===== src/mpar_pkg.sv =====
`timescale 1ns / 1ps
// Shared types and constants for the 2x2 max pool / argmax / ReLU block.
// No dependencies; imported by every module in src.
package mpar_pkg;

    localparam int MAX_WIDTH    = 256;
    localparam int MAX_PLANES   = 64;
    localparam int SAMPLE_BITS  = 16;
    localparam int COL_BITS     = $clog2(MAX_WIDTH);
    localparam int PLANE_BITS   = $clog2(MAX_PLANES);
    localparam int WIDTH_BITS   = 9;
    localparam int PCOUNT_BITS  = 7;
    localparam int CFG_DATA_BITS = 9;
    localparam int CFG_ADDR_BITS = 2;
    localparam int POOLED_BITS  = 15;
    localparam int MASK_BITS    = 4;

    localparam logic [WIDTH_BITS-1:0]  WIDTH_RESET  = WIDTH_BITS'(224);
    localparam logic [PCOUNT_BITS-1:0] PCOUNT_RESET = PCOUNT_BITS'(4);

    typedef enum logic [CFG_ADDR_BITS-1:0] {
        REG_IMAGE_WIDTH = 2'd0,
        REG_PLANE_COUNT = 2'd1
    } cfg_reg_t;

    typedef logic signed [SAMPLE_BITS-1:0] sample_t;

    typedef struct packed {
        logic                shift;
        logic [COL_BITS-1:0] inject_idx;
    } line_ctrl_t;

    typedef struct packed {
        logic [POOLED_BITS-1:0] pooled;
        logic [MASK_BITS-1:0]   mask;
    } pool_res_t;

endpackage


===== src/mpar_cell.sv =====
`timescale 1ns / 1ps
// One cell of the top-row line store chain: loads the new sample or its
// left neighbor's value on each shift. Depends on mpar_pkg.
module mpar_cell
    import mpar_pkg::*;
(
    input  logic    aclk,
    input  logic    shift,
    input  logic    inject,
    input  sample_t sample,
    input  sample_t prev,
    output sample_t q
);

    sample_t q_reg;

    always_ff @(posedge aclk) begin
        if (shift) begin
            q_reg <= inject ? sample : prev;
        end
    end

    assign q = q_reg;

endmodule


===== src/mpar_line.sv =====
`timescale 1ns / 1ps
// Top-row line store: a chain of mpar_cell with a movable entry point so the
// tail lags the input by exactly one row. Depends on mpar_pkg, mpar_cell.
module mpar_line
    import mpar_pkg::*;
(
    input  logic       aclk,
    input  line_ctrl_t ctrl,
    input  sample_t    sample,
    output sample_t    top_left,
    output sample_t    top_right
);

    sample_t chain [MAX_WIDTH];
    sample_t tl_reg;

    for (genvar i = 0; i < MAX_WIDTH; i++) begin : g_cell
        localparam logic [COL_BITS-1:0] CELL_IDX = COL_BITS'(i);
        sample_t prev;
        if (i == 0) begin : g_head
            assign prev = sample;
        end else begin : g_body
            assign prev = chain[i-1];
        end
        mpar_cell u_cell (
            .aclk   (aclk),
            .shift  (ctrl.shift),
            .inject (ctrl.inject_idx == CELL_IDX),
            .sample (sample),
            .prev   (prev),
            .q      (chain[i])
        );
    end

    always_ff @(posedge aclk) begin
        if (ctrl.shift) begin
            tl_reg <= chain[MAX_WIDTH-1];
        end
    end

    assign top_right = chain[MAX_WIDTH-1];
    assign top_left  = tl_reg;

endmodule


===== src/mpar_window.sv =====
`timescale 1ns / 1ps
// 2x2 window evaluation: maximum, ReLU clip and tie mask.
// Depends on mpar_pkg.
module mpar_window
    import mpar_pkg::*;
(
    input  sample_t   tl,
    input  sample_t   tr,
    input  sample_t   bl,
    input  sample_t   br,
    output pool_res_t res
);

    sample_t max_top;
    sample_t max_bot;
    sample_t max_all;

    always_comb begin
        max_top = (tl > tr) ? tl : tr;
        max_bot = (bl > br) ? bl : br;
        max_all = (max_top > max_bot) ? max_top : max_bot;
        res.mask = {br == max_all, bl == max_all, tr == max_all, tl == max_all};
        if (max_all <= sample_t'(0)) begin
            res.pooled = '0;
        end else begin
            res.pooled = max_all[POOLED_BITS-1:0];
        end
    end

endmodule


===== src/max_pool_argmax_relu.sv =====
`timescale 1ns / 1ps
// 2x2 max pool with argmax mask and ReLU. Depends on mpar_pkg, mpar_line,
// mpar_window. The result and its valid are registered when the window's last pixel is accepted.
// Throughput: 1 sample per cycle unless m_ready stalls the output; the line store chain shifts once per sample.
// Sync active-low reset clears counters, left sample, config and output valid;
// line store cells are not cleared and need no clearing pass.
module max_pool_argmax_relu
    import mpar_pkg::*;
(
    input  logic                     aclk,
    input  logic                     aresetn,
    input  logic                     cfg_wen,
    input  logic [CFG_ADDR_BITS-1:0] cfg_addr,
    input  logic [CFG_DATA_BITS-1:0] cfg_wdata,
    input  logic                     s_valid,
    output logic                     s_ready,
    input  logic signed [SAMPLE_BITS-1:0] s_sample,
    output logic                     m_valid,
    input  logic                     m_ready,
    output logic [POOLED_BITS-1:0]   m_pooled,
    output logic [MASK_BITS-1:0]     m_winner_mask,
    output logic [PLANE_BITS-1:0]    m_plane_index,
    output logic                     m_frame_last
);

    logic [WIDTH_BITS-1:0]  width_reg, width_next;
    logic [PCOUNT_BITS-1:0] pcount_reg, pcount_next;
    logic [COL_BITS-1:0]    col_reg, col_next;
    logic [COL_BITS-1:0]    row_reg, row_next;
    logic [PLANE_BITS-1:0]  plane_reg, plane_next;
    sample_t                left_reg, left_next;
    logic                   out_valid_reg, out_valid_next;
    pool_res_t              out_res_reg, out_res_next;
    logic [PLANE_BITS-1:0]  out_plane_reg, out_plane_next;
    logic                   out_last_reg, out_last_next;

    logic [WIDTH_BITS-1:0]  eff_width;
    logic [WIDTH_BITS-1:0]  inject_wide;
    logic [COL_BITS-1:0]    width_m1;
    logic [PLANE_BITS-1:0]  planes_m1;
    logic                   s_acc;
    logic                   produce;
    logic                   restart;
    line_ctrl_t             line_ctrl;
    sample_t                top_left, top_right;
    pool_res_t              win_res;

    always_comb begin
        eff_width = {width_reg[WIDTH_BITS-1:1], 1'b0};
        if (eff_width < WIDTH_BITS'(2)) begin
            eff_width = WIDTH_BITS'(2);
        end else if (eff_width > WIDTH_BITS'(MAX_WIDTH)) begin
            eff_width = WIDTH_BITS'(MAX_WIDTH);
        end
        width_m1    = COL_BITS'(eff_width - WIDTH_BITS'(1));
        inject_wide = WIDTH_BITS'(MAX_WIDTH) - eff_width;
        if (pcount_reg == '0) begin
            planes_m1 = '0;
        end else if (pcount_reg > PCOUNT_BITS'(MAX_PLANES)) begin
            planes_m1 = PLANE_BITS'(MAX_PLANES - 1);
        end else begin
            planes_m1 = PLANE_BITS'(pcount_reg - PCOUNT_BITS'(1));
        end
    end

    assign s_ready = !out_valid_reg || m_ready;
    assign s_acc   = s_valid && s_ready;
    assign produce = row_reg[0] && col_reg[0];
    assign restart = cfg_wen &&
                     (cfg_addr == REG_IMAGE_WIDTH || cfg_addr == REG_PLANE_COUNT);

    assign line_ctrl.shift      = s_acc;
    assign line_ctrl.inject_idx = inject_wide[COL_BITS-1:0];

    mpar_line u_line (
        .aclk      (aclk),
        .ctrl      (line_ctrl),
        .sample    (s_sample),
        .top_left  (top_left),
        .top_right (top_right)
    );

    mpar_window u_window (
        .tl  (top_left),
        .tr  (top_right),
        .bl  (left_reg),
        .br  (s_sample),
        .res (win_res)
    );

    always_comb begin
        width_next     = width_reg;
        pcount_next    = pcount_reg;
        col_next       = col_reg;
        row_next       = row_reg;
        plane_next     = plane_reg;
        left_next      = left_reg;
        out_valid_next = out_valid_reg;
        out_res_next   = out_res_reg;
        out_plane_next = out_plane_reg;
        out_last_next  = out_last_reg;

        if (m_ready) begin
            out_valid_next = 1'b0;
        end

        if (restart) begin
            if (cfg_addr == REG_IMAGE_WIDTH) begin
                width_next = cfg_wdata[WIDTH_BITS-1:0];
            end else begin
                pcount_next = cfg_wdata[PCOUNT_BITS-1:0];
            end
            col_next   = '0;
            row_next   = '0;
            plane_next = '0;
            left_next  = '0;
        end else if (s_acc) begin
            if (row_reg[0] && !col_reg[0]) begin
                left_next = s_sample;
            end
            if (produce) begin
                out_valid_next = 1'b1;
                out_res_next   = win_res;
                out_plane_next = plane_reg;
                out_last_next  = (plane_reg == planes_m1) && (row_reg == width_m1) &&
                                 (col_reg == width_m1);
            end
            if (col_reg == width_m1) begin
                col_next = '0;
                if (row_reg == width_m1) begin
                    row_next   = '0;
                    plane_next = (plane_reg == planes_m1) ? '0 : plane_reg + 1'b1;
                end else begin
                    row_next = row_reg + 1'b1;
                end
            end else begin
                col_next = col_reg + 1'b1;
            end
        end
    end

    always_ff @(posedge aclk) begin
        if (!aresetn) begin
            width_reg     <= WIDTH_RESET;
            pcount_reg    <= PCOUNT_RESET;
            col_reg       <= '0;
            row_reg       <= '0;
            plane_reg     <= '0;
            left_reg      <= '0;
            out_valid_reg <= 1'b0;
        end else begin
            width_reg     <= width_next;
            pcount_reg    <= pcount_next;
            col_reg       <= col_next;
            row_reg       <= row_next;
            plane_reg     <= plane_next;
            left_reg      <= left_next;
            out_valid_reg <= out_valid_next;
        end
    end

    always_ff @(posedge aclk) begin
        out_res_reg   <= out_res_next;
        out_plane_reg <= out_plane_next;
        out_last_reg  <= out_last_next;
    end

    assign m_valid       = out_valid_reg;
    assign m_pooled      = out_res_reg.pooled;
    assign m_winner_mask = out_res_reg.mask;
    assign m_plane_index = out_plane_reg;
    assign m_frame_last  = out_last_reg;

    a_rose_from_window: assert property (@(posedge aclk) disable iff (!aresetn)
        $rose(m_valid) |-> $past(s_valid && s_ready && row_reg[0] && col_reg[0]))
        else $error("result request without a closing window pixel");

    a_counters_in_range: assert property (@(posedge aclk) disable iff (!aresetn)
        (col_reg <= width_m1) && (row_reg <= width_m1) && (plane_reg <= planes_m1))
        else $error("position counters beyond plane size");

    a_mask_nonzero: assert property (@(posedge aclk) disable iff (!aresetn)
        m_valid |-> (m_winner_mask != '0))
        else $error("window result with empty winner mask");

    a_last_plane: assert property (@(posedge aclk) disable iff (!aresetn)
        (m_valid && m_frame_last) |-> (m_plane_index == planes_m1))
        else $error("frame end marked outside the last plane");

endmodule


===== config.mk =====
export PLATFORM = sky130hd
export DESIGN_NAME = max_pool_argmax_relu
export DESIGN_NICKNAME = d
export VERILOG_FILES = /design/src/mpar_pkg.sv /design/src/mpar_cell.sv /design/src/mpar_line.sv /design/src/mpar_window.sv /design/src/max_pool_argmax_relu.sv
export SDC_FILE = /design/constraint.sdc
export NUM_CORES = 2
export LEC_CHECK = 0
export BUFFER_PORTS_ARGS = -buffer_cell sky130_fd_sc_hd__buf_2
export CELL_PAD_IN_SITES_DETAIL_PLACEMENT = 1
export CELL_PAD_IN_SITES_GLOBAL_PLACEMENT = 1
export CORE_AREA = 3 3 497 869
export DETAILED_ROUTE_END_ITERATION = 8
export DIE_AREA = 0 0 500 872
export PLACE_DENSITY_LB_ADDON = 0.1
export SYNTH_ARGS = -nofsm -noshare
export SYNTH_HDL_FRONTEND = slang
export SYNTH_SLANG_ARGS = --single-unit

===== constraint.sdc =====
create_clock -name aclk -period 155.6 [get_ports aclk]
set_clock_uncertainty 0.15 [all_clocks]
set_input_delay 31.12 -clock aclk [delete_from_list [all_inputs] [get_ports aclk]]
set_output_delay 31.12 -clock aclk [all_outputs]
set_load 0.005 [all_outputs]

# Yosys cells after proc, flatten, opt, wreduce, memory -nomap -nowiden
# Cells that the tools add are included.
# W data, S select, Z words.
# totals
wordCells,835
register_bits,4193
# classes
reduce_logical,19
n_mux,269
eq_ne,263
order_cmp,7
addsub,6
bitwise,3
# ops
operator,count
$mux W16,258
$eq A8 B8 Y1 const B,128
$eq A8 B7 Y1 const B,64
$eq A8 B6 Y1 const B,32
$eq A8 B5 Y1 const B,16
$eq A16 B16 Y1,4
$eq A8 B4 Y1 const B,8
$gt A16 B16 Y1,3
$eq A8 B3 Y1 const B,4
$mux W8,4
$mux W6,3
$add A8 B1 Y8 const B,2
$eq A8 B2 Y1 const B,2
$eq A8 B8 Y1,2
$le A16 B1 Y1 const B,1
$gt A9 B9 Y1 const B,1
$lt A9 B2 Y1 const B,1
$eq A8 B1 Y1 const B,1
$reduce_and A2 Y1,4
$sub A1 B8 Y8 const A,1
$sub A8 B1 Y8 const B,1
$gt A7 B7 Y1 const B,1
$logic_not A7 Y1,1
$add A6 B1 Y6 const B,1
11 further kinds,24

# Longest topological paths before layout
# logic_depth
ltp_word,7
depth_mapped,29
mapped_depth_nobuf,22

# Hierarchy
# A second synthesis with hierarchy kept.
# hier_totals
cells_unflattened,9938
hier_area_um2,196200.7
# modules_own_cells
mod,area_per_inst_um2,instances,seq_area_each_um2,cells_per_inst
mpar_cell,729.4,256,480.5,34
max_pool_argmax_relu,3981.3,1,1861.8,427
mpar_window,3199.3,1,0.0,441
mpar_line,2280.9,1,480.5,366

# Least setup slack after synthesis
# OpenSTA, ideal clock, no wires.
# synth_timing
path_type,input to register
from,input m_ready
to,"register u_line.g_cell[0].u_cell.q_reg[0], enable pin"
path_buffers,0
arrival_time_ns,105.381
setup_time_ns,30.937
t_required_ns,124.513
path_slack_ns,19.132
stages,3
cell_sequence,nand2b_1 > nand2_1 > clkinv_1
# synth_between
elab_chain_len,2
# synth_rtl
item,line,text
from (decl),max_pool_argmax_relu.sv:19,"input logic m_ready,"
$logic_or A1 B1 Y1,max_pool_argmax_relu.sv:66,assign s_ready = !out_valid_reg || m_ready;
$logic_and A1 B1 Y1,max_pool_argmax_relu.sv:67,assign s_acc = s_valid && s_ready;
net s_acc,max_pool_argmax_relu.sv:41,logic s_acc;
to (signal assigned),mpar_cell.sv:19,q_reg <= inject ? sample : prev;
to (decl),mpar_cell.sv:15,sample_t q_reg;
# The timed path passes the listed nets, and every way through them passes these cells.
# A chain may end at the register's enable or synchronous reset.

# Worst setup path after layout
# layout_timing
from,input m_ready
to,output s_ready
# layout_between
elab_chain_len,1
# layout_rtl
item,line,text
$logic_or A1 B1 Y1,max_pool_argmax_relu.sv:66,
to (decl),max_pool_argmax_relu.sv:16,"output logic s_ready,"
# No other way between the ends.

==> flow_summary_export.csv <==
group,metric,value,unit
setup_path,cp-end-kind,"output pin",
cells_and_area,layout-drive-gt1-share,21.8,%
min_path,hold_path_end,"u_line.g_cell[249].u_cell.q[0]$_DFFE_PP_",
sta,finalSetupViolCount,0,
sta,fmax,0.0159,GHz
setup_path,path_common_cell,"buf_2",
die,initial_core_util,37.0,%
clock_network,root_buffer,"clkbuf_16",
logic_synthesis,yosysMostFrequentCell,"edfxtp_1",
detailed_routing,first_pass_iters,6,
logic_synthesis,synth_top_area_cell,"edfxtp_1",
cells_and_area,largest_register_ffs,4096,
detailed_routing,vias,79400,
clock_network,htreeDepth,5,
setup_path,reg2reg_slack,146.23,ns
min_path,worstHoldPathCells,0,
clock_network,path_clk_slew,0.06,ns
global_routing,grt_max_degree,192,
setup_path,ff2ff_path_depth,23,
global_routing,grt_overflow,0,
clock_network,cts_tree,"done",
die,ios,60,
setup_path,crit_path_max_fanout,3,
setup_path,crit_required,124.33,ns
global_routing,grtUsageTotal,18.4,%
clock_network,cts_resized,0,
logic_synthesis,yosysSeqAreaShare,79.7,%
detailed_routing,wire_per_inst,27.1,µm
power_and_ir_drop,power_leakage,60.1,nW
logic_synthesis,synth_area_per_cell,17.1,µm²
setup_path,crit_chain,"buf_2, nand2b_1, buf_2",
logic_synthesis,ys_ff_latch,4192,
logic_synthesis,netlist.area_leader.share,79.0,%
logic_synthesis,yosys-top-cells-count,"4,138 x edfxtp_1, 1,222 x mux2_2, 1,087 x nand2_1, 896 x o21ai_0, 561 x clkbuf_1",
die,dieArea,436000,µm²
setup_path,r2r-start,"u_line.g_cell[255].u_cell.q[9]$_DFFE_PP_",
sta,period_needed,62.78,ns
placed_design,io_buffers,59,
detailed_routing,drt_iter0_drc,6388,
detailed_routing,antenna_left,0,
power_and_ir_drop,powerDensity,13.8,nW/µm²
global_routing,first_global_vias,83500,
sta,hold_violations,0,
sta,worst_pin_slew,1.37,ns
detailed_routing,wirelength,411000,µm
cells_and_area,fin_util,41.5,%
cells_and_area,area_growth,12.2,%
die,design.core.area,426000,µm²
clock_network,clk_latency,0.93,ns
detailed_routing,drc_errors,0,
clock_network,clkSinkCount,4192,
sta,rsz0062_at_grt,"no",
min_path,hp-start,"u_line.g_cell[248].u_cell.q[0]$_DFFE_PP_",
status,outcome,"complete, no violations",
sta,whs,0.239,ns
die,die_w,500,µm
global_routing,grt_pass1_wl,594000,µm
logic_synthesis,syn_nets,9276,
detailed_routing,dr_wl_met2,210000,µm
sta,fin_tns_setup,0,ns
clock_network,post_cts_buffers,0,
power_and_ir_drop,finalPower,2.43,mW
die,dieHeight,872,µm
detailed_routing,top_layer,"met5",
cells_and_area,fin_nets,9340,
setup_path,worstSetupStartpointType,"input pin",
placed_design,hpwl,241000,µm
global_routing,antenna_found_initial,41,
setup_path,slowest_stage,"nand2b_1",
detailed_routing,dr_wl_met3,14700,µm
power_and_ir_drop,peakVddDrop,0.00915,mV
job,timing.max_cap.violations,0,
logic_synthesis,ys_types,78,
logic_synthesis,synthFlopType,"edfxtp_1",
sta,maxSlewHeadroom,8.93,%
min_path,hp-class,"reg2reg",
clock_network,cts_buffers,398,
logic_synthesis,synth_area,157000,µm²
logic_synthesis,synthCells,9188,
logic_synthesis,ys_warn_count,0,
setup_path,critPathKind,"in2out",
die,num_rows,317,
logic_synthesis,synth_edf_count,4138,
logic_synthesis,synth_area_leaders,"edfxtp_1 79%, mux2_2 8.7%, o21ai_0 2.9%",
detailed_routing,wl_met1,171000,µm
placed_design,place_congestion,0.804,
setup_path,cp.arrival,31.51,ns
sta,drv_slew,0,
clock_network,ctsHoldBuffers,0,
sta,finalCritPeriodShare,40.3,%
detailed_routing,via_per_inst,5.23,
logic_synthesis,async_flop_share,0,%
clock_network,clockBufferDepth,4,
setup_path,timing.rr.end,"m_winner_mask[1]$_DFFE_PP_",
setup_path,worst_path_largest_cell_delay,0.16,ns
## metrics by stage
stage	setup slack, ns	cell area [µm²]	std cells
after floorplan	19.13	157000	9188
after global placement	92.78	164000	14400
after detailed placement	92.81	164000	14400
after CTS	92.80	176000	15100
after global routing	92.78	177000	15200
final	92.82	177000	15200
## worst max-delay path, delay by kind of cell
kind / cells / cell delay [ns]
buffers and inverters: 2 / 0.24
and+or+nand+nor: 1 / 0.16
## area by class of cell
cell class | instances | area (µm²)
fill | 40900 | 249000
sequential | 4192 | 125000
multi-input combinational | 4322 | 29500
clock buffer | 494 | 10400
tap | 5582 | 6980
timing repair buffer | 265 | 2030
clock inverter | 210 | 1880
inverter | 73 | 319
antenna | 37 | 92.6
## power by group
group          internal, mW  switching, mW  leakage [nW]  total, mW
sequential             1.32         0.0229          40.9       1.34
combinational        0.0369          0.103          13.2      0.140
clock                 0.523          0.428          6.00      0.951
## placed cells by master, fill, tap and decap left out, types with 15 or more instances in the layout
cell,synthesis,final
o311a_1,15,15
a2111oi_0,19,19
a21oi_1,93,93
mux2i_1,26,25
mux2_2,1222,1222
xor2_1,19,19
inv_1,59,42
a311oi_1,25,25
xnor2_1,24,23
inv_4,0,16
nand2b_1,17,17
nor2b_1,20,20
nor2_1,246,234
and3_1,29,29
clkinv_1,8,84
ha_1,56,55
diode_2,0,37
clkbuf_1,561,90
nor4_1,24,24
a211oi_1,40,39
inv_6,0,19
clkinv_2,0,60
nor3_1,91,90
edfxtp_1,4138,4138
dfxtp_1,54,54
buf_4,4,199
o21ai_0,896,895
buf_6,1,15
buf_2,25,43
nand4_1,45,45
nand3_1,142,142
nand2_1,1087,1085
o211ai_1,27,27
clkbuf_16,0,402
bufinv_16,0,28
## kinds of logic after synthesis
group / synth area share (%)
flops: 79.7
simple gates: 4.70
mux: 8.94
compound gates: 4.36
buf+inv: 1.64
fa+ha+maj: 0.458
xor+xnor: 0.239
## metal layers
metal | global-route usage (%) | vias to the layer above
met1 | 23.4 | 42200
met5 | 0 | -
met4 | 6.73 | 2
met2 | 32.2 | 1587
li1 | - | 35000
met3 | 2.16 | 591
## worst max-delay path by stage
stage | end | slack, ns | from
4_1_cts | s_ready | 92.80 | m_ready
6_report | s_ready | 92.82 | m_ready
3_3_place_gp | s_ready | 92.78 | m_ready
2_1_floorplan | u_line.g_cell[0].u_cell.q[0]$_DFFE_PP_ | 19.13 | m_ready
3_5_place_dp | s_ready | 92.81 | m_ready
5_1_grt | s_ready | 92.78 | m_ready
No activity file was read; power rests on OpenSTA's default activity.
